### src/rtl/trc_pkg.sv
// ----------------------------------------------------------------------------
// trc_pkg
// Shared types, codes and widths of the tape record controller.
// ----------------------------------------------------------------------------
package trc_pkg;

   localparam int ADDR_W     = 20;
   localparam int DATA_W     = 8;
   localparam int OP_W       = 2;
   localparam int ORDER_W    = 8;
   localparam int POS_W      = 21;
   localparam int CAP_W      = 7;
   localparam int LEN_W      = 16;
   localparam int NIB_W      = 4;
   localparam int COUNT_W    = 7;
   localparam int STATUS_W   = 2;
   localparam int CSR_IDX_W  = 1;
   localparam int CSR_DATA_W = 21;

   localparam int QUEUE_DEPTH = 4;
   localparam int QPTR_W      = 2;
   localparam int QCNT_W      = 3;

   localparam logic [CAP_W-1:0] CAP_RESET = 7'd64;

   localparam logic [OP_W-1:0] OP_LOAD    = 2'd0;
   localparam logic [OP_W-1:0] OP_COMMAND = 2'd1;
   localparam logic [OP_W-1:0] OP_READ    = 2'd2;
   localparam logic [OP_W-1:0] OP_WRITE   = 2'd3;

   localparam logic [ORDER_W-1:0] ORD_REWIND    = 8'h20;
   localparam logic [ORDER_W-1:0] ORD_BACKSPACE = 8'h24;
   localparam logic [ORDER_W-1:0] ORD_FORWARD   = 8'h28;

   localparam logic [STATUS_W-1:0] ST_END          = 2'd0;
   localparam logic [STATUS_W-1:0] ST_NO_END       = 2'd1;
   localparam logic [STATUS_W-1:0] ST_NOT_POSSIBLE = 2'd2;

   localparam logic [CSR_IDX_W-1:0] CSR_IMAGE_LENGTH  = 1'd0;
   localparam logic [CSR_IDX_W-1:0] CSR_READ_CAPACITY = 1'd1;

   typedef logic [2:0] kind_type;

   localparam kind_type KIND_LOAD      = 3'd0;
   localparam kind_type KIND_REWIND    = 3'd1;
   localparam kind_type KIND_BACKSPACE = 3'd2;
   localparam kind_type KIND_FORWARD   = 3'd3;
   localparam kind_type KIND_OTHER     = 3'd4;
   localparam kind_type KIND_READ      = 3'd5;
   localparam kind_type KIND_WRITE     = 3'd6;

   typedef struct packed {
      kind_type            kind;
      logic [ADDR_W-1:0]   address;
      logic [DATA_W-1:0]   data;
   } entry_type;

   typedef struct packed {
      logic       valid;
      entry_type  entry;
   } head_type;

   typedef struct packed {
      logic                  valid;
      logic [STATUS_W-1:0]   status;
      logic [NIB_W-1:0]      nibble;
      logic                  nibble_valid;
      logic [COUNT_W-1:0]    nibble_count;
      logic                  last;
   } rsp_type;

endpackage

### src/rtl/trc_front.sv
// ----------------------------------------------------------------------------
// trc_front
// Accepts request words and classifies them into work kinds for the queue.
// ----------------------------------------------------------------------------
module trc_front (
   input  logic                         start,
   input  logic                         full,
   input  logic [trc_pkg::OP_W-1:0]     req_operation,
   input  logic [trc_pkg::ORDER_W-1:0]  req_order,
   input  logic [trc_pkg::ADDR_W-1:0]   req_address,
   input  logic [trc_pkg::DATA_W-1:0]   req_data,
   output logic                         busy,
   output logic                         push,
   output trc_pkg::entry_type           push_entry
);
   import trc_pkg::*;

   kind_type kind;

   always_comb begin
      kind = KIND_OTHER;
      unique case (req_operation)
         OP_LOAD: begin
            kind = KIND_LOAD;
         end
         OP_COMMAND: begin
            priority if (req_order == ORD_REWIND) begin
               kind = KIND_REWIND;
            end else if (req_order == ORD_BACKSPACE) begin
               kind = KIND_BACKSPACE;
            end else if (req_order == ORD_FORWARD) begin
               kind = KIND_FORWARD;
            end else begin
               kind = KIND_OTHER;
            end
         end
         OP_READ: begin
            kind = KIND_READ;
         end
         OP_WRITE: begin
            kind = KIND_WRITE;
         end
         default: begin
            kind = KIND_OTHER;
         end
      endcase
   end

   assign busy               = full;
   assign push               = start && !full;
   assign push_entry.kind    = kind;
   assign push_entry.address = req_address;
   assign push_entry.data    = req_data;

endmodule

### config.mk
export PLATFORM = sky130hd
export DESIGN_NAME = trc_front
export DESIGN_NICKNAME = d
export VERILOG_FILES = /design/src/rtl/trc_pkg.sv /design/src/rtl/trc_front.sv
export SDC_FILE = /design/constraint.sdc
export NUM_CORES = 1
export LEC_CHECK = 0
export BUFFER_PORTS_ARGS = -buffer_cell sky130_fd_sc_hd__buf_2
export CORE_AREA = 4 4 41 43
export DETAILED_ROUTE_END_ITERATION = 8
export DIE_AREA = 0 0 45 47
export PLACE_DENSITY = 0.83
export SLEW_MARGIN = 25
export SYNTH_ARGS = -nofsm -noshare
export SYNTH_HDL_FRONTEND = slang
export SYNTH_SLANG_ARGS = --single-unit
### constraint.sdc
create_clock -name vclk -period 1.86
set_clock_uncertainty 0.15 [all_clocks]
set_input_delay 0.372 -clock vclk [all_inputs]
set_output_delay 0.372 -clock vclk [all_outputs]
set_load 0.05 [all_outputs]
Word-level counts from Yosys, hierarchy flattened
Index checks and enable logic that the tools add are counted.
- flip-flop bits (word level): 0
- word-level logic and storage cells: 13
- reduce and logical (&&, ||, !) cells: 3
- multiplexer cells: 4
- eq/ne operators: 6
- operators by type and width (kind ; count):
    8-bit by 6-bit == test with 1-bit output (second input constant) ; 3
    3-bit one-hot mux with 4 select lines ; 1
    3-bit two-way mux ; 3
    2-bit == test (second input constant) ; 2
    2-bit by 1-bit == test with 1-bit output (second input constant) ; 1
    2-bit logical NOT ; 1
    1-bit logical AND ; 1
    1-bit logical NOT ; 1

Longest topological paths before layout
- depth in word-level cells: 5
- gate-level depth with buffers: 3
- mapped depth without buffers: 3

Worst setup path before layout
No wires, ideal clock.
- path type: input to output
- from: input req_order[4] (netlist name)
- to: output push_entry[29] (netlist name)
- setup slack: -493 ps
- required time: 1338 ps
- stages on the path: 3
- data arrival time: 1831 ps
- cell sequence: nor4b_2 -> nand2_1 -> o21ai_0
- RTL lines (item ; line ; RTL):
    start: declaration ; trc_front.sv:9 ; input logic [trc_pkg::ORDER_W-1:0] req_order,
    end: declaration ; trc_front.sv:14 ; output trc_pkg::entry_type push_entry

==> results_dict.tcl <==
set metrics [dict create \
    status "finished, final reports clean" \
    regArea_um2 0 \
    viasPerCell 4.07 \
    seq_power_share_pct 0 \
    end_kind "output port" \
    drive_gt1_share_pct 64.5 \
    drtIter0Drc 1 \
    finalHoldViolations 0 \
    pre_cts_slack_ps -51.6 \
    grt_pass1_wl_um 634 \
    fp.dieH_um 47 \
    dr.pass1.iters 2 \
    maxClockFrequency_mhz 558 \
    areaGrowthSynthToFinish_pct -25.0 \
    syn-num-nets 83 \
    fin_cells 46 \
    fp.dieW_um 45 \
    syn_inst 43 \
    synth.distinct_cells 11 \
    synth_area_um2 300 \
    start_util_pct 23.1 \
    setup-tns-final_ps 0 \
    grt_setup_unrepaired "true" \
    die_area_um2 2120 \
    crit_start "req_order[4]" \
    final_nets 73 \
    final_area_um2 225 \
    slew-limit-headroom_pct 83.4 \
    seq_area_frac_synth_pct 0 \
    dp_cells 46 \
    swShare_pct 59.4 \
    maxCapViolations 0 \
    critPathMaxFanout 3 \
    critical_path.cell_chain "buf_6 > nor4b_4 > nand2_2 > a211o_1 > buf_6" \
    max_stage_delay_ps 280 \
    fin_crit_sh_pct 96.3 \
    intPower_mw 0.0249 \
    crit_end "push_entry[30]" \
    io_pins 73 \
    grt_antenna_before_repair 0 \
    cp.required_ps 1340 \
    hp-class "in2out" \
    crit_path_top_delay_cell "a211o_1" \
    maxSlewViolCount 0 \
    grt_pass1_vias 172 \
    fin_util_pct 17.3 \
    n_sequential_cell 0 \
    cp.arrival_ps 1270 \
    worst_slew_pin_slew_ps 251 \
    synth_area_leader_cell "buf_4" \
    cts_setup_buffers 0 \
    layout_setup_ws_ps 69.1 \
    p_per_area_nw_per_um2 272 \
    clkPwrFrac_pct 0 \
    yosysMostFrequentCell "buf_4" \
    fill_cells 153 \
    ant_nets 0 \
    syn_area_per_cell_um2 6.98 \
    numPortBuffers 17 \
    critPathKind "in2out" \
    power.switching_mw 0.0364 \
    gp_congestion 0.466 \
    ir_drop_mv 0.0378 \
    cpMostUsedCell "buf_6" \
    vias 187 \
    clkbuf_count 0 \
    grt_max_degree 7 \
    drt-total-wl_um 516 \
    grt-ovfl-total 0 \
    synth_area_leaders "buf_4, nand2_1, nor4b_2" \
    fin_crit_ps 1790 \
    dpl_cell_area_um2 193 \
    row_count 13 \
    synth_common_cells "buf_4, nand2_1, nor2_1" \
    wire_per_inst_um 11.2 \
    yosys_warnings 0 \
    pwr-share-comb_pct 100.0 \
    final-setup-viol-count 0 \
    drt_drc_violations_left 0 \
    power_leakage_nw 0.118 \
    synth_top_area_share_pct 72.5 \
    core_area_um2 1300 \
    diodes 0 \
    gr-usage-all-layers_pct 3.70 \
    startpoint_type "input pin" \
]
metal layers:
| metal | wire length (um) | global-route usage, % | vias to the layer above |
|---|---|---|---|
| met5 | 0 | 0 | - |
| met4 | 40 | 4.09 | 0 |
| met3 | 139 | 1.15 | 10 |
| met2 | 216 | 6.50 | 20 |
| met1 | 119 | 3.15 | 74 |
| li1 | - | - | 83 |
logic make-up after synthesis:
| kind of cell | after synthesis | synth area share (%) |
|---|---|---|
| buffers and inverters | 30 | 73.7 |
| AND/OR/NAND/NOR | 9 | 16.7 |
| AO/OA/AOI/OAI | 3 | 6.67 |
| XOR/XNOR | 1 | 2.92 |
critical path: cells and delay by family:
family	cells	cell delay [ps]
compound gates	1	280
buf+inv	2	250
simple gates	2	370
placed cells by master (no fill, tap or decap):
| cell | Yosys | layout |
|---|---|---|
| nand2_2 | 0 | 1 |
| buf_2 | 0 | 13 |
| o22ai_2 | 0 | 1 |
| and3_1 | 1 | 1 |
| o21ai_1 | 0 | 1 |
| nand2_1 | 4 | 3 |
| buf_6 | 0 | 3 |
| clkbuf_4 | 0 | 1 |
| nor2_1 | 2 | 2 |
| inv_1 | 1 | 1 |
| a211o_1 | 1 | 1 |
| xor2_1 | 1 | 1 |
| nor2b_1 | 1 | 1 |
| nor4b_4 | 0 | 1 |
what timing repair did:
| item | in CTS | in global routing |
|---|---|---|
| pin swaps | 2 | 1 |
| gates cloned | 0 | 0 |
| resized for setup | 2 | 5 |
| hold buffers | 0 | 0 |
| setup endpoints to repair | 1 | 2 |
through the flow:
step                      hold slack [ps]  total power, mW
after floorplan                       761            0.196
after global placement                594           0.0531
after detailed placement              594           0.0541
after CTS                             594           0.0561
after global routing                  594           0.0654
final                                 594           0.0613
power by group through the flow:
stage	sequential, mW	clock, mW	combinational (mW)
after floorplan	0	0	0.196
after global placement	0	0	0.0531
after detailed placement	0	0	0.0541
after CTS	0	0	0.0561
after global routing	0	0	0.0654
final	0	0	0.0613
final cells by class:
class | instances | area, um^2 | area share, %
Inverter | 1 | 3.75 | 1.67
Multi-Input combinational cell | 13 | 96.3 | 42.8
Timing Repair Buffer | 17 | 106 | 47.2
Tap cell | 15 | 18.8 | 8.33
worst min path at each step:
stage,from,end,cells after the start,slack [ps]
final,req_address[12],push_entry[20],0,590
after global routing,req_data[6],push_entry[6],0,590
after CTS,req_address[3],push_entry[11],0,590
after detailed placement,req_address[3],push_entry[11],0,590
after global placement,req_address[3],push_entry[11],0,590
after floorplan,full,busy,1,760
Note: power is estimated with default switching activity, not from simulation.
