**config.mk**
```make
export PLATFORM = sky130hd
export DESIGN_NAME = trc_queue
export DESIGN_NICKNAME = d
export VERILOG_FILES = /design/src/rtl/trc_pkg.sv /design/src/rtl/trc_queue.sv
export SDC_FILE = /design/constraint.sdc
export NUM_CORES = 1
export LEC_CHECK = 0
export BUFFER_PORTS_ARGS = -buffer_cell sky130_fd_sc_hd__buf_2
export CORE_MARGIN = 3
export CORE_UTILIZATION = 30
export DETAILED_ROUTE_END_ITERATION = 8
export PLACE_DENSITY_LB_ADDON = 0.1
export REMOVE_ABC_BUFFERS = 1
export SYNTH_ARGS = -nofsm -noshare
export SYNTH_HDL_FRONTEND = slang
export SYNTH_SLANG_ARGS = --single-unit
```
**constraint.sdc**
```tcl
create_clock -name clock -period 2.44 [get_ports clock]
set_clock_uncertainty 0.1 [all_clocks]
set_input_delay 0.366 -clock clock [delete_from_list [all_inputs] [get_ports clock]]
set_output_delay 0.366 -clock clock [all_outputs]
set_load 0.02 [all_outputs]
```
**src/rtl/trc_pkg.sv**
```systemverilog
// ----------------------------------------------------------------------------
// trc_pkg
// Shared types, codes and widths of the tape record controller.
// ----------------------------------------------------------------------------
package trc_pkg;

   localparam int ADDR_W     = 20;
   localparam int DATA_W     = 8;
   localparam int OP_W       = 2;
   localparam int ORDER_W    = 8;
   localparam int POS_W      = 21;
   localparam int CAP_W      = 7;
   localparam int LEN_W      = 16;
   localparam int NIB_W      = 4;
   localparam int COUNT_W    = 7;
   localparam int STATUS_W   = 2;
   localparam int CSR_IDX_W  = 1;
   localparam int CSR_DATA_W = 21;

   localparam int QUEUE_DEPTH = 4;
   localparam int QPTR_W      = 2;
   localparam int QCNT_W      = 3;

   localparam logic [CAP_W-1:0] CAP_RESET = 7'd64;

   localparam logic [OP_W-1:0] OP_LOAD    = 2'd0;
   localparam logic [OP_W-1:0] OP_COMMAND = 2'd1;
   localparam logic [OP_W-1:0] OP_READ    = 2'd2;
   localparam logic [OP_W-1:0] OP_WRITE   = 2'd3;

   localparam logic [ORDER_W-1:0] ORD_REWIND    = 8'h20;
   localparam logic [ORDER_W-1:0] ORD_BACKSPACE = 8'h24;
   localparam logic [ORDER_W-1:0] ORD_FORWARD   = 8'h28;

   localparam logic [STATUS_W-1:0] ST_END          = 2'd0;
   localparam logic [STATUS_W-1:0] ST_NO_END       = 2'd1;
   localparam logic [STATUS_W-1:0] ST_NOT_POSSIBLE = 2'd2;

   localparam logic [CSR_IDX_W-1:0] CSR_IMAGE_LENGTH  = 1'd0;
   localparam logic [CSR_IDX_W-1:0] CSR_READ_CAPACITY = 1'd1;

   typedef logic [2:0] kind_type;

   localparam kind_type KIND_LOAD      = 3'd0;
   localparam kind_type KIND_REWIND    = 3'd1;
   localparam kind_type KIND_BACKSPACE = 3'd2;
   localparam kind_type KIND_FORWARD   = 3'd3;
   localparam kind_type KIND_OTHER     = 3'd4;
   localparam kind_type KIND_READ      = 3'd5;
   localparam kind_type KIND_WRITE     = 3'd6;

   typedef struct packed {
      kind_type            kind;
      logic [ADDR_W-1:0]   address;
      logic [DATA_W-1:0]   data;
   } entry_type;

   typedef struct packed {
      logic       valid;
      entry_type  entry;
   } head_type;

   typedef struct packed {
      logic                  valid;
      logic [STATUS_W-1:0]   status;
      logic [NIB_W-1:0]      nibble;
      logic                  nibble_valid;
      logic [COUNT_W-1:0]    nibble_count;
      logic                  last;
   } rsp_type;

endpackage

```
**src/rtl/trc_queue.sv**
```systemverilog
// ----------------------------------------------------------------------------
// trc_queue
// Short queue of classified words between the front and the back.
// ----------------------------------------------------------------------------
module trc_queue (
   input  logic                clock,
   input  logic                reset,
   input  logic                push,
   input  trc_pkg::entry_type  push_entry,
   input  logic                pop,
   output trc_pkg::head_type   head,
   output logic                full
);
   import trc_pkg::*;

   entry_type            slot_ff [QUEUE_DEPTH];
   logic [QPTR_W-1:0]    wr_ptr_ff;
   logic [QPTR_W-1:0]    wr_ptr_in;
   logic [QPTR_W-1:0]    rd_ptr_ff;
   logic [QPTR_W-1:0]    rd_ptr_in;
   logic [QCNT_W-1:0]    count_ff;
   logic [QCNT_W-1:0]    count_in;
   logic                 do_pop;

   assign full       = (count_ff == QCNT_W'(QUEUE_DEPTH));
   assign head.valid = (count_ff != '0);
   assign head.entry = slot_ff[rd_ptr_ff];
   assign do_pop     = pop && head.valid;

   always_comb begin
      wr_ptr_in = wr_ptr_ff;
      rd_ptr_in = rd_ptr_ff;
      count_in  = count_ff;
      if (push) begin
         wr_ptr_in = wr_ptr_ff + 1'b1;
      end
      if (do_pop) begin
         rd_ptr_in = rd_ptr_ff + 1'b1;
      end
      if (push && !do_pop) begin
         count_in = count_ff + 1'b1;
      end else if (do_pop && !push) begin
         count_in = count_ff - 1'b1;
      end
   end

   always_ff @(posedge clock) begin
      if (push) begin
         slot_ff[wr_ptr_ff] <= push_entry;
      end
   end

   always_ff @(posedge clock) begin
      if (reset) begin
         wr_ptr_ff <= '0;
         rd_ptr_ff <= '0;
         count_ff  <= '0;
      end else begin
         wr_ptr_ff <= wr_ptr_in;
         rd_ptr_ff <= rd_ptr_in;
         count_ff  <= count_in;
      end
   end

endmodule

```
[Word level (Yosys, flattened, before mapping)]
Memories as Yosys holds them, arrays and structs flattened. A register that Yosys moved wholly into a read port is not among the register bits.
Index checks and enable logic that the tools add are counted.
Word-level totals
  register bits after elaboration: 7
  RAM bits: 124
  output and inout bits: 33
  word-level logic and storage cells: 22
  memories: 1
Memories
  slot_ff: words 4, bits a word 31, read ports 1, clocked after memory_dff 1, wr ports 1, RTL line trc_queue.sv:16  | entry_type slot_ff [QUEUE_DEPTH];
Operators by class
  add/sub/neg operators: 4
  eq/ne operators: 1
  multiplexer cells: 6
  reductions and logical operators: 7
Operators with widths (number)
  two-way mux 3 bit: 2
  adder 2 x 1 -> 2 bit, second input constant: 2
  two-way mux 2 bit: 2
  adder 3 x 1 -> 3 bit, second input constant: 1
  equality test 3 bit, second input constant: 1
  logical AND 1 bit: 3
  nonzero test 3 bit: 1
  subtractor 3 x 1 -> 3 bit, second input constant: 1
  logical NOT 1 bit: 2
  two-way mux 1 bit: 2
  nonzero test 2 bit: 1

[Depth between registers and ports, before layout]
Gate-level depths: netlist (run 1).
  depth after elaboration: 5
  gate-level depth with buffers: 7
  mapped depth without buffers: 7

[Worst setup path before layout (run 1)]
Ideal clock, no wire load.
  path kind: register -> register
  start point: register count_ff[1]
  end point: register count_ff[2]
  library setup time: 70 ps
  data arrival time: 1858 ps
  required time: 2270 ps
  path slack: 412 ps
  cell stages (with the launch flop): 8
  cells stage by stage: dfxtp_1 -> o31ai_2 -> ha_1 -> inv_1 -> fa_1 -> xor2_1 -> or3_1 -> a21oi_1
On the way
  cells in the longest elaborated chain, start to end: 5
  elaborated cells between the ends (all ways): 10
Ends and longest elaborated chain
  start: declaration: RTL line trc_queue.sv:21  | logic [QCNT_W-1:0] count_ff;
  start signal: assignment: RTL line trc_queue.sv:61  | count_ff <= count_in;
  branches (longest 5 deep; another with subtractor 3 x 1 -> 3 bit)
Several ways; the timed one is not identified. The select of a mux whose other input is x is not followed.
A chain may end at the register's enable or synchronous reset.

==> metrics.md, run 1 <==
| Metric | Value |
|---|---|
| Inserted Diodes | `0` |
| CP endpoint | `head[26]` |
| P&R area growth vs syn | `23.89%` |
| RSZ-0062 raised after global routing | `false` |
| WL met3 | `around 530 um` |
| Critical path type | `reg -> out` |
| Power per Cell Area | `roughly 1100 nW/um^2` |
| Overflow after GRT | `0` |
| Max-cap violations | `0` |
| Pin count of the biggest net entering global routing | `32` |
| Yosys top cell by area | `edfxtp_1` |
| Util after Layout | `0.3822` |
| Synth top area share | `0.7571` |
| Top layer in use | `met5` |
| Total GRT Usage | `0.1120` |
| CP Capture Type | `output port` |
| DP HPWL | `5541 um` |
| Startpoint Class | `register` |
| Placed cell areas | `roughly 5600 sq um` |
| RR Endpoint | `count_ff[2]$_SDFFE_PP0P_` |
| Chip Height | `~130 um` |
| Core Footprint | `around 16000 sq um` |
| Htree depth | `4` |
| Layout cells sized above 1 | `0.4404` |
| Post-CTS Hold Buffers | `0` |
| Buffers plus inverters on the worst setup path | `2` |
| R2R setup slack | `~0.29 ns` |
| Top-level I/O count | `68` |
| Total CTS buffers | `17` |
| Met2 routed WL | `4229 um` |
| Width of the chip | `around 130 um` |
| Sequential area share after synthesis | `0.7937` |
| Clock latency on the worst-skew pair | `around 0.41 ns` |
| Pre-antenna DRT Iters | `4` |
| Fin crit share | `0.9123` |
| Post-CTS Setup Repair Bufs | `0` |
| Setup TNS | `0 ns` |
| Vias after detailed routing | `2268` |
| # clock sinks | `between 100 and 150` |
| Hold WC Path Type | `in -> reg` |
| Fin crit period | `2.226 ns` |
| DRC Markers | `0` |
| Fin area | `between 6000 and 7000 sq um` |
| Count leader, synth | `edfxtp_1` |
| Final hold violation count | `0` |
| Root Driver | `clkbuf_16` |
| Power, Total | `about 0.0064 W` |
| DR vias/cell | `4.378` |
| Nets | `330` |
| Starting Density | `0.3085` |
| Number of DRC markers in iteration 0 | `~150` |
| CP max FO | `25` |
| Synthesized area | `roughly 5000 sq um` |
| Initial antenna violation count | `3` |
| M1 WL | `between 4000 and 5000 um` |
| Final wirelength | `about 9400 um` |
| Crit-path leading delay family | `multiplexers` |
| IO buf count | `between 60 and 70` |
| Commonest cells post-synth | `edfxtp_1, mux4_2, dfxtp_1, nor2_1, ha_1` |
| Worst VDD drop | `0.4910 mV` |
| Worst R2R Start | `count_ff[1]$_SDFFE_PP0P_` |
| Clock transition at path regs | `about 0.05 ns` |
| Mapped Avg Cell Area | `about 24 sq um` |
| First-pass GRT wire length | `around 14000 um` |
| Slew at the pin with the worst max-slew slack | `just over 0.9 ns` |
| CP Data Required Time | `1.97 ns` |
| Worst path max stage delay | `slightly below 0.6 ns` |
| Post-Synthesis Cells | `about 210` |
| Arrival @ worst endpoint | `approximately 1.8 ns` |
| Vias in the first global route | `~2.4k` |
| EDFF count, synth | `124` |
| Die area | `~18000 sq um` |
| Post-DRT Antenna Nets | `0` |
| Ys Warns | `0` |
| Slowest-stage cell, CP | `mux4_1` |
| Hold depth | `1` |
| Worst Reg2Reg Path Length in Cells | `7` |
| Drt wl/cell | `between 15 and 20 um` |
| LEAKAGE | `slightly above 2 nW` |
| CTS resizes | `0` |
| Register bit total from synthesis | `approximately 130` |
| CTS Buffer Depth | `2` |
| Yosys cell types | `21` |
| Floorplan row count | `46` |
| Top cells by area, synth | `edfxtp_1, mux4_2, dfxtp_1` |
| Critical Path Stages | `3` |
| Slew headroom | `0.3945` |
| CTS tree | `yes` |
| Final GP Congestion | `around 0.66` |
| Outcome | `complete, no violations` |
| Primary FF master, synth | `edfxtp_1` |
| Max Fclk | `around 450 MHz` |
| Setup-failing EPs final | `0` |
| Max-slew violation count | `0` |
| Async SR Flop Fraction | `0` |
| CP Cell Sequence | `buf_12 > mux4_1 > buf_2` |
## logic make-up after synthesis
logic type               Yosys count  share of synthesized area
AO/OA/AOI/OAI                      4                   0.006358
XOR/XNOR                           5                   0.008903
adder cells (fa/ha/maj)            6                    0.01679
buffers and inverters             10                    0.01297
flip-flops                       133                     0.7937
multiplexers                      33                     0.1468
AND/OR/NAND/NOR                   14                    0.01450
## power breakdown
group / internal [W] / switching [W]
logic: 0.000648 / 0.000791
registers: 0.00265 / 0.0000823
clock network: 0.00138 / 0.000883
total: 0.00467 / 0.00176
## worst min-delay path by stage
stage	from	end	slack, ns
floorplan	reset	count_ff[2]$_SDFFE_PP0P_	0.34
finish	push_entry[18]	slot_ff[0][18]$_DFFE_PP_	0.07
global placement	rd_ptr_ff[1]$_SDFFE_PP0P_	register	0.40
detailed placement	rd_ptr_ff[0]$_SDFFE_PP0P_	rd_ptr_ff[0]$_SDFFE_PP0P_	0.42
CTS	push_entry[18]	slot_ff[2][18]$_DFFE_PP_	0.04
global route	push_entry[18]	slot_ff[2][18]$_DFFE_PP_	0.06
## metrics by stage
| stage | instances | hold slack (ns) | setup slack (ns) |
|---|---|---|---|
| floorplan | 198 | 0.3351 | -0.2377 |
| CTS | 518 | 0.04145 | 0.1630 |
| global route | 518 | 0.05559 | 0.1240 |
| finish | 518 | 0.06936 | 0.2140 |
| detailed placement | 486 | 0.4219 | 0.2993 |
| global placement | 486 | 0.4048 | 0.3401 |
## metal layers
| layer | track usage | up-vias |
|---|---|---|
| met5 | 0 | - |
| met1 | 0.1492 | 1143 |
| met2 | 0.1597 | 69 |
| li1 | - | 1028 |
| met3 | 0.04464 | 22 |
| met4 | 0.05600 | 6 |
## registers in the layout, summed over array words and instances (netlist names), named ones only
| signal | cells |
|---|---|
| slot_ff | 124 |
| wr_ptr_ff | 2 |
| count_ff | 3 |
| rd_ptr_ff | 2 |
## placed cells by master, fill, tap and decap left out, types with 3 or more instances in the layout
| cell | n |
|---|---|
| and2_2 | 4 |
| buf_12 | 4 |
| buf_2 | 67 |
| clkbuf_1 | 4 |
| clkbuf_16 | 17 |
| clkinv_1 | 4 |
| clkinvlp_4 | 3 |
| dfxtp_1 | 7 |
| edfxtp_1 | 124 |
| ha_1 | 5 |
| inv_1 | 3 |
| mux4_2 | 30 |
| nor2_1 | 7 |
| xor2_1 | 4 |
## cell type report
| cell class | count | area, sq um |
|---|---|---|
| repair buffers | 72 | 422.9 |
| clock buffers | 21 | 440.4 |
| well taps | 216 | 270.3 |
| flip-flops and latches | 133 | 3906 |
| clock inverters | 11 | 86.33 |
| multi-input cells | 62 | 955.9 |
| inverters | 3 | 11.26 |
| fillers | 1476 | 9849 |
## worst reg2reg max path, delay by kind of cell, from the launching register on
kind,cells,cell delay [ns]
compound gates,2,0.46
xor+xnor,1,0.18
fa+ha+maj,2,0.60
buf+inv,1,0.06
flops,1,0.37
simple gates,1,0.30
(Power assumes the default switching activity.)
==> run 2: changes to the inputs <==
- REMOVE_ABC_BUFFERS: 1 -> default
==> run 2 against run 1 <==
Compared with the run above: worst setup slack worse by 0.086 ns; critical path type unchanged; design area rose by 0.49%; largest cell class unchanged; first-iteration DRC count down 30%; sequential share of layout area down 0.31 points.
==> metrics.md, run 2 (synthesis gave the netlist of run 1 again) <==
| Metric | Value |
|---|---|
| # clock sinks | `around 130` |
| Buffers plus inverters on the worst setup path | `2` |
| Post-Place Cells | `around 490` |
| CTS resizes | `0` |
| Setup TNS | `0 ns` |
| Htree depth | `4` |
| Slew at the pin with the worst max-slew slack | `approximately 0.49 ns` |
| Critical path type | `reg -> out` |
| P&R area growth vs syn | `24.50%` |
| CP Data Required Time | `around 2 ns` |
| CTS tree | `yes` |
| Post-DRT Antenna Nets | `0` |
| Biggest regs | `slot_ff x124, count_ff x3` |
| Chip Height | `134.0 um` |
| Clock transition at path regs | `about 0.060 ns` |
| Width of the chip | `around 130 um` |
| Biggest register | `slot_ff` |
| DRC Markers | `0` |
| Vias in the first global route | `2521` |
| Final GP Congestion | `approximately 0.65` |
| Post-CTS Setup Repair Bufs | `0` |
| Die area | `17970 sq um` |
| Layout cells sized above 1 | `0.4578` |
| Nets | `around 340` |
| Layout Cells excl Fill | `about 520` |
| Overflow after GRT | `0` |
| Max-cap violations | `0` |
| CTS Buffer Depth | `2` |
| Outcome | `complete, no violations` |
| DP HPWL | `5733 um` |
| Fin crit share | `0.9475` |
| Final wirelength | `~9400 um` |
| Pin count of the biggest net entering global routing | `18` |
| Top-level I/O count | `68` |
| DR vias/cell | `4.389` |
| Commonest cells after routing, fill and taps aside | `edfxtp_1, buf_2, mux4_2, clkbuf_16, buf_4` |
| Clock latency on the worst-skew pair | `between 0.4 and 0.5 ns` |
| Fin Hold WS | `roughly 0.070 ns` |
| Drt wl/cell | `17.86 um` |
| Initial antenna violation count | `1` |
| Setup ws final | `roughly 0.13 ns` |
| Root Driver | `clkbuf_16` |
| Max-slew violation count | `0` |
| Power per Cell Area | `roughly 1100 nW/um^2` |
| Post-Syn Nets | `approximately 250` |
| DP Worst Slack | `~0.29 ns` |
| IO buf count | `67` |
| Starting Density | `0.3085` |
| Vias after detailed routing | `around 2.3k` |
| Final hold violation count | `0` |
| Largest register FFs | `about 120` |
| Total GRT Usage | `0.1099` |
| RSZ-0062 raised after global routing | `false` |
| CP Capture Type | `output port` |
| Max Fclk | `approximately 430 MHz` |
| Crit-path leading delay family | `multiplexers` |
| Number of DRC markers in iteration 0 | `around 110` |
| Arrival @ worst endpoint | `around 1.9 ns` |
| First-pass GRT wire length | `~14000 um` |
| Core Footprint | `about 16000 sq um` |
| CP max FO | `16` |
| Pre-antenna DRT Iters | `4` |
| LEAKAGE | `~2.1 nW` |
| Power, Total | `approximately 0.0065 W` |
| Post-CTS Hold Buffers | `0` |
| Fin crit period | `around 2.3 ns` |
| CP Cell Sequence | `buf_4 > mux4_1 > buf_2` |
| Commonest non-fill, non-tap cell in the layout | `edfxtp_1` |
| Startpoint Class | `register` |
| Setup-failing EPs final | `0` |
| Worst path max stage delay | `0.60 ns` |
| Worst VDD drop | `approximately 0.47 mV` |
| Slew headroom | `0.6722` |
| Hold WC Path Type | `in -> reg` |
| Floorplan row count | `46` |
| Inserted Diodes | `0` |
| Slowest-stage cell, CP | `mux4_1` |
| Total CTS buffers | `17` |
==> run 2: changes by cell type in the layout (fill, tap and decap cells not counted), sizes merged <==
| cell | before | now |
|---|---|---|
| clkinvlp | 3 | 1 |
| buf | 72 | 78 |
| bufinv | 1 | 2 |
| clkinv | 7 | 9 |
| clkbuf | 21 | 20 |
==> run 2: path summary, 6_finish.rpt <==
path                                   from                   endpoint  slack (ns)  depth (start not counted)
setup / recovery                   register                   head[26]        0.13                          3
hold / removal                push_entry[0]    slot_ff[1][0]$_DFFE_PP_        0.07                          1
setup reg to reg   count_ff[1]$_SDFFE_PP0P_   count_ff[2]$_SDFFE_PP0P_        0.28                          7
hold reg to reg   rd_ptr_ff[0]$_SDFFE_PP0P_  rd_ptr_ff[0]$_SDFFE_PP0P_        0.44                          2
==> run 2: worst register-to-register path: cells and delay by family, from the launching register on <==
| kind | cells | cell delay [ns] |
|---|---|---|
| adders and majority gates | 2 | 0.62 |
| AOI/OAI and AO/OA | 2 | 0.47 |
| DFF | 1 | 0.37 |
| and+or+nand+nor | 1 | 0.30 |
| xor gates and xnor gates | 1 | 0.18 |
| buffers and inverters | 1 | 0.06 |
==> run 2: per-layer routing <==
metal	track usage	vias to the layer above	part of all wire
li1	-	1034	-
met1	0.1330	1194	0.44
met2	0.1760	56	0.49
met3	0.04314	14	0.050
met4	0.04751	2	0.017
met5	0	-	0.0014
==> run 2: power breakdown <==
part	switching (W)	internal, W	total [W]
combinational	0.000793	0.000627	0.00142
sequential	0.0000641	0.00264	0.00271
clock	0.000884	0.00148	0.00237
total	0.00174	0.00475	0.00650
==> run 2: per-stage QoR <==
| stage | area (sq um) | utilization |
|---|---|---|
| after floorplan | 4918 | - |
| after global placement | 5574 | 0.3496 |
| after detailed placement | 5574 | 0.3496 |
| after CTS | 6123 | 0.3841 |
| after global routing | 6123 | 0.3841 |
| final | 6123 | 0.3841 |
==> run 2: area by class of cell <==
type	instances	area [sq um]
Clock buffer	20	436.7
Clock inverter	12	112.6
Fill cell	1467	9819
Inverter	3	11.26
Multi-Input combinational cell	62	955.9
Sequential cell	133	3906
Tap cell	216	270.3
Timing Repair Buffer	78	430.4
==> run 3: changes to the inputs <==
- CORE_MARGIN: 3 -> 2
- RECOVER_POWER: default -> 100
==> run 3 against run 2 <==
Compared with the run above: die area down 3.0%; worst setup slack better by 0.029 ns; hold slack improved by 0.045 ns; first-iteration DRC count is 1.9% lower; design area unchanged; combinational power hardly changed; final cell count is 0.57% lower; core utilization unchanged; routed wire length fell by 1.9%; maximum frequency increased by 1.3%; non-clock buffer count fell by 3; critical path depth stayed put; critical path type unchanged; highest routed layer is now met4.
==> metrics.md, run 3 (synthesis gave the netlist of run 1 again) <==
| Metric | Value |
|---|---|
| Outcome | `complete, no violations` |
| Post-Syn Nets | `~250` |
| Post-CTS Hold Buffers | `0` |
| Overflow after GRT | `0` |
| Slew at the pin with the worst max-slew slack | `roughly 1.1 ns` |
| First-pass GRT wire length | `approximately 14000 um` |
| Layout Cells excl Fill | `approximately 520` |
| Commonest non-fill, non-tap cell in the layout | `edfxtp_1` |
| Pin count of the biggest net entering global routing | `24` |
| Clock transition at path regs | `about 0.05 ns` |
| Max Fclk | `roughly 440 MHz` |
| Width of the chip | `about 130 um` |
| Placed cell areas | `between 5000 and 6000 sq um` |
| Nets | `between 300 and 400` |
| Commonest cells after routing, fill and taps aside | `edfxtp_1, clkbuf_1, mux4_2, clkbuf_2, clkbuf_16` |
| Vias in the first global route | `2461` |
| Critical path type | `reg -> out` |
| Max-cap violations | `0` |
| Max-slew violation count | `0` |
| CP Capture Type | `output port` |
| DRC Markers | `0` |
| Layout cells sized above 1 | `0.3082` |
| Clock latency on the worst-skew pair | `around 0.4 ns` |
| CTS tree | `yes` |
| Hold WC Path Type | `in -> reg` |
| Floorplan row count | `46` |
| Final wirelength | `9179 um` |
| Power per Cell Area | `1099 nW/um^2` |
| DP HPWL | `5522 um` |
| Drt wl/cell | `17.62 um` |
| Slew headroom | `0.2970` |
| Total CTS buffers | `17` |
| Fin crit share | `0.9355` |
| CP Data Required Time | `1.97 ns` |
| LEAKAGE | `roughly 2 nW` |
| Core Footprint | `between 15000 and 20000 sq um` |
| Startpoint Class | `register` |
| Fin area | `6123 sq um` |
| Final GP Congestion | `0.6424` |
| CP max FO | `23` |
| Final hold violation count | `0` |
| Chip Height | `~130 um` |
| Number of DRC markers in iteration 0 | `between 100 and 150` |
| Htree depth | `4` |
| Worst VDD drop | `0.4259 mV` |
| Post-DRT Antenna Nets | `0` |
| Die area | `17430 sq um` |
| Top-level I/O count | `68` |
| Setup-failing EPs final | `0` |
| Biggest regs | `slot_ff x124, count_ff x3` |
| DR vias/cell | `~4.4` |
| # clock sinks | `roughly 130` |
| Biggest register | `slot_ff` |
| Total GRT Usage | `0.1119` |
| IO buf count | `between 60 and 70` |
| Starting Density | `0.3085` |
| P&R area growth vs syn | `24.50%` |
| CTS Buffer Depth | `2` |
| Vias after detailed routing | `about 2.3k` |
| Largest register FFs | `about 120` |
| RSZ-0062 raised after global routing | `false` |
| Arrival @ worst endpoint | `around 1.8 ns` |
| Root Driver | `clkbuf_16` |
| Initial antenna violation count | `0` |
| Pre-antenna DRT Iters | `4` |
| Post-Place Cells | `a little under 500` |
| Inserted Diodes | `0` |
| Setup TNS | `0 ns` |
| Fin crit period | `2.283 ns` |
## run 3: cell types whose count changed in the layout (fill, tap and decap cells not counted), sizes merged
| cell | before | now |
|---|---|---|
| buf | 78 | 14 |
| clkbuf | 20 | 79 |
| clkinv | 9 | 5 |
| clkinvlp | 1 | 4 |
| bufinv | 2 | 4 |
| inv | 3 | 4 |
## run 3: final timing paths
path | start | endpoint | slack (ns) | depth (start not counted)
setup reg to reg | wr_ptr_ff[0]$_SDFFE_PP0P_ | slot_ff[3][20]$_DFFE_PP_ | 0.19 | 3
setup / recovery | register | head[14] | 0.16 | 3
hold reg to reg | count_ff[2]$_SDFFE_PP0P_ | count_ff[2]$_SDFFE_PP0P_ | 0.43 | 2
hold / removal | push_entry[2] | slot_ff[0][2]$_DFFE_PP_ | 0.12 | 1
## run 3: repair_timing
action                     in CTS  in global routing
resized for setup               0                  1
setup endpoints to repair       0                  1
setup buffers                   0                  0
hold endpoints to repair        0                  0
## run 3: layout make-up
type	instances	area (sq um)
clock buffer	18	429.2
clock inverter	14	183.9
fill	1519	9819
inverter	3	11.26
multi-input combinational	62	945.9
sequential	133	3906
tap	216	270.3
timing repair buffer	75	376.6
## run 3: per-layer routing
| layer | global-route usage | routed length [um] | vias to the layer above |
|---|---|---|---|
| met4 | 0.04529 | 70 | 0 |
| met2 | 0.1713 | 4413 | 53 |
| met5 | 0 | 0 | - |
| met1 | 0.1436 | 4291 | 1185 |
| li1 | - | - | 1034 |
| met3 | 0.04268 | 404 | 6 |
## run 3: where the power goes
part | switching (W) | internal (W)
clock | 0.000919 | 0.00170
combinational | 0.000789 | 0.000599
sequential | 0.0000779 | 0.00265
total | 0.00179 | 0.00494
## run 3: critical path, cell delays in order (launching register included)
cell      delay, ns
dfxtp_2        0.52
buf_6          0.33
mux4_2         0.38
clkbuf_2       0.18
## run 3: per-stage QoR
step / worst slack (ns) / util / hold slack, ns / power (W)
after detailed placement: 0.3021 / 0.3506 / 0.4242 / 0.004230
after CTS: 0.03168 / 0.3890 / 0.04726 / 0.006873
after global placement: 0.3380 / 0.3506 / 0.4098 / 0.004227
after global routing: 0.04654 / 0.3841 / 0.1148 / 0.007029
after floorplan: 0.4119 / - / 0.3649 / 0.003789
final: 0.1575 / 0.3841 / 0.1151 / 0.006729
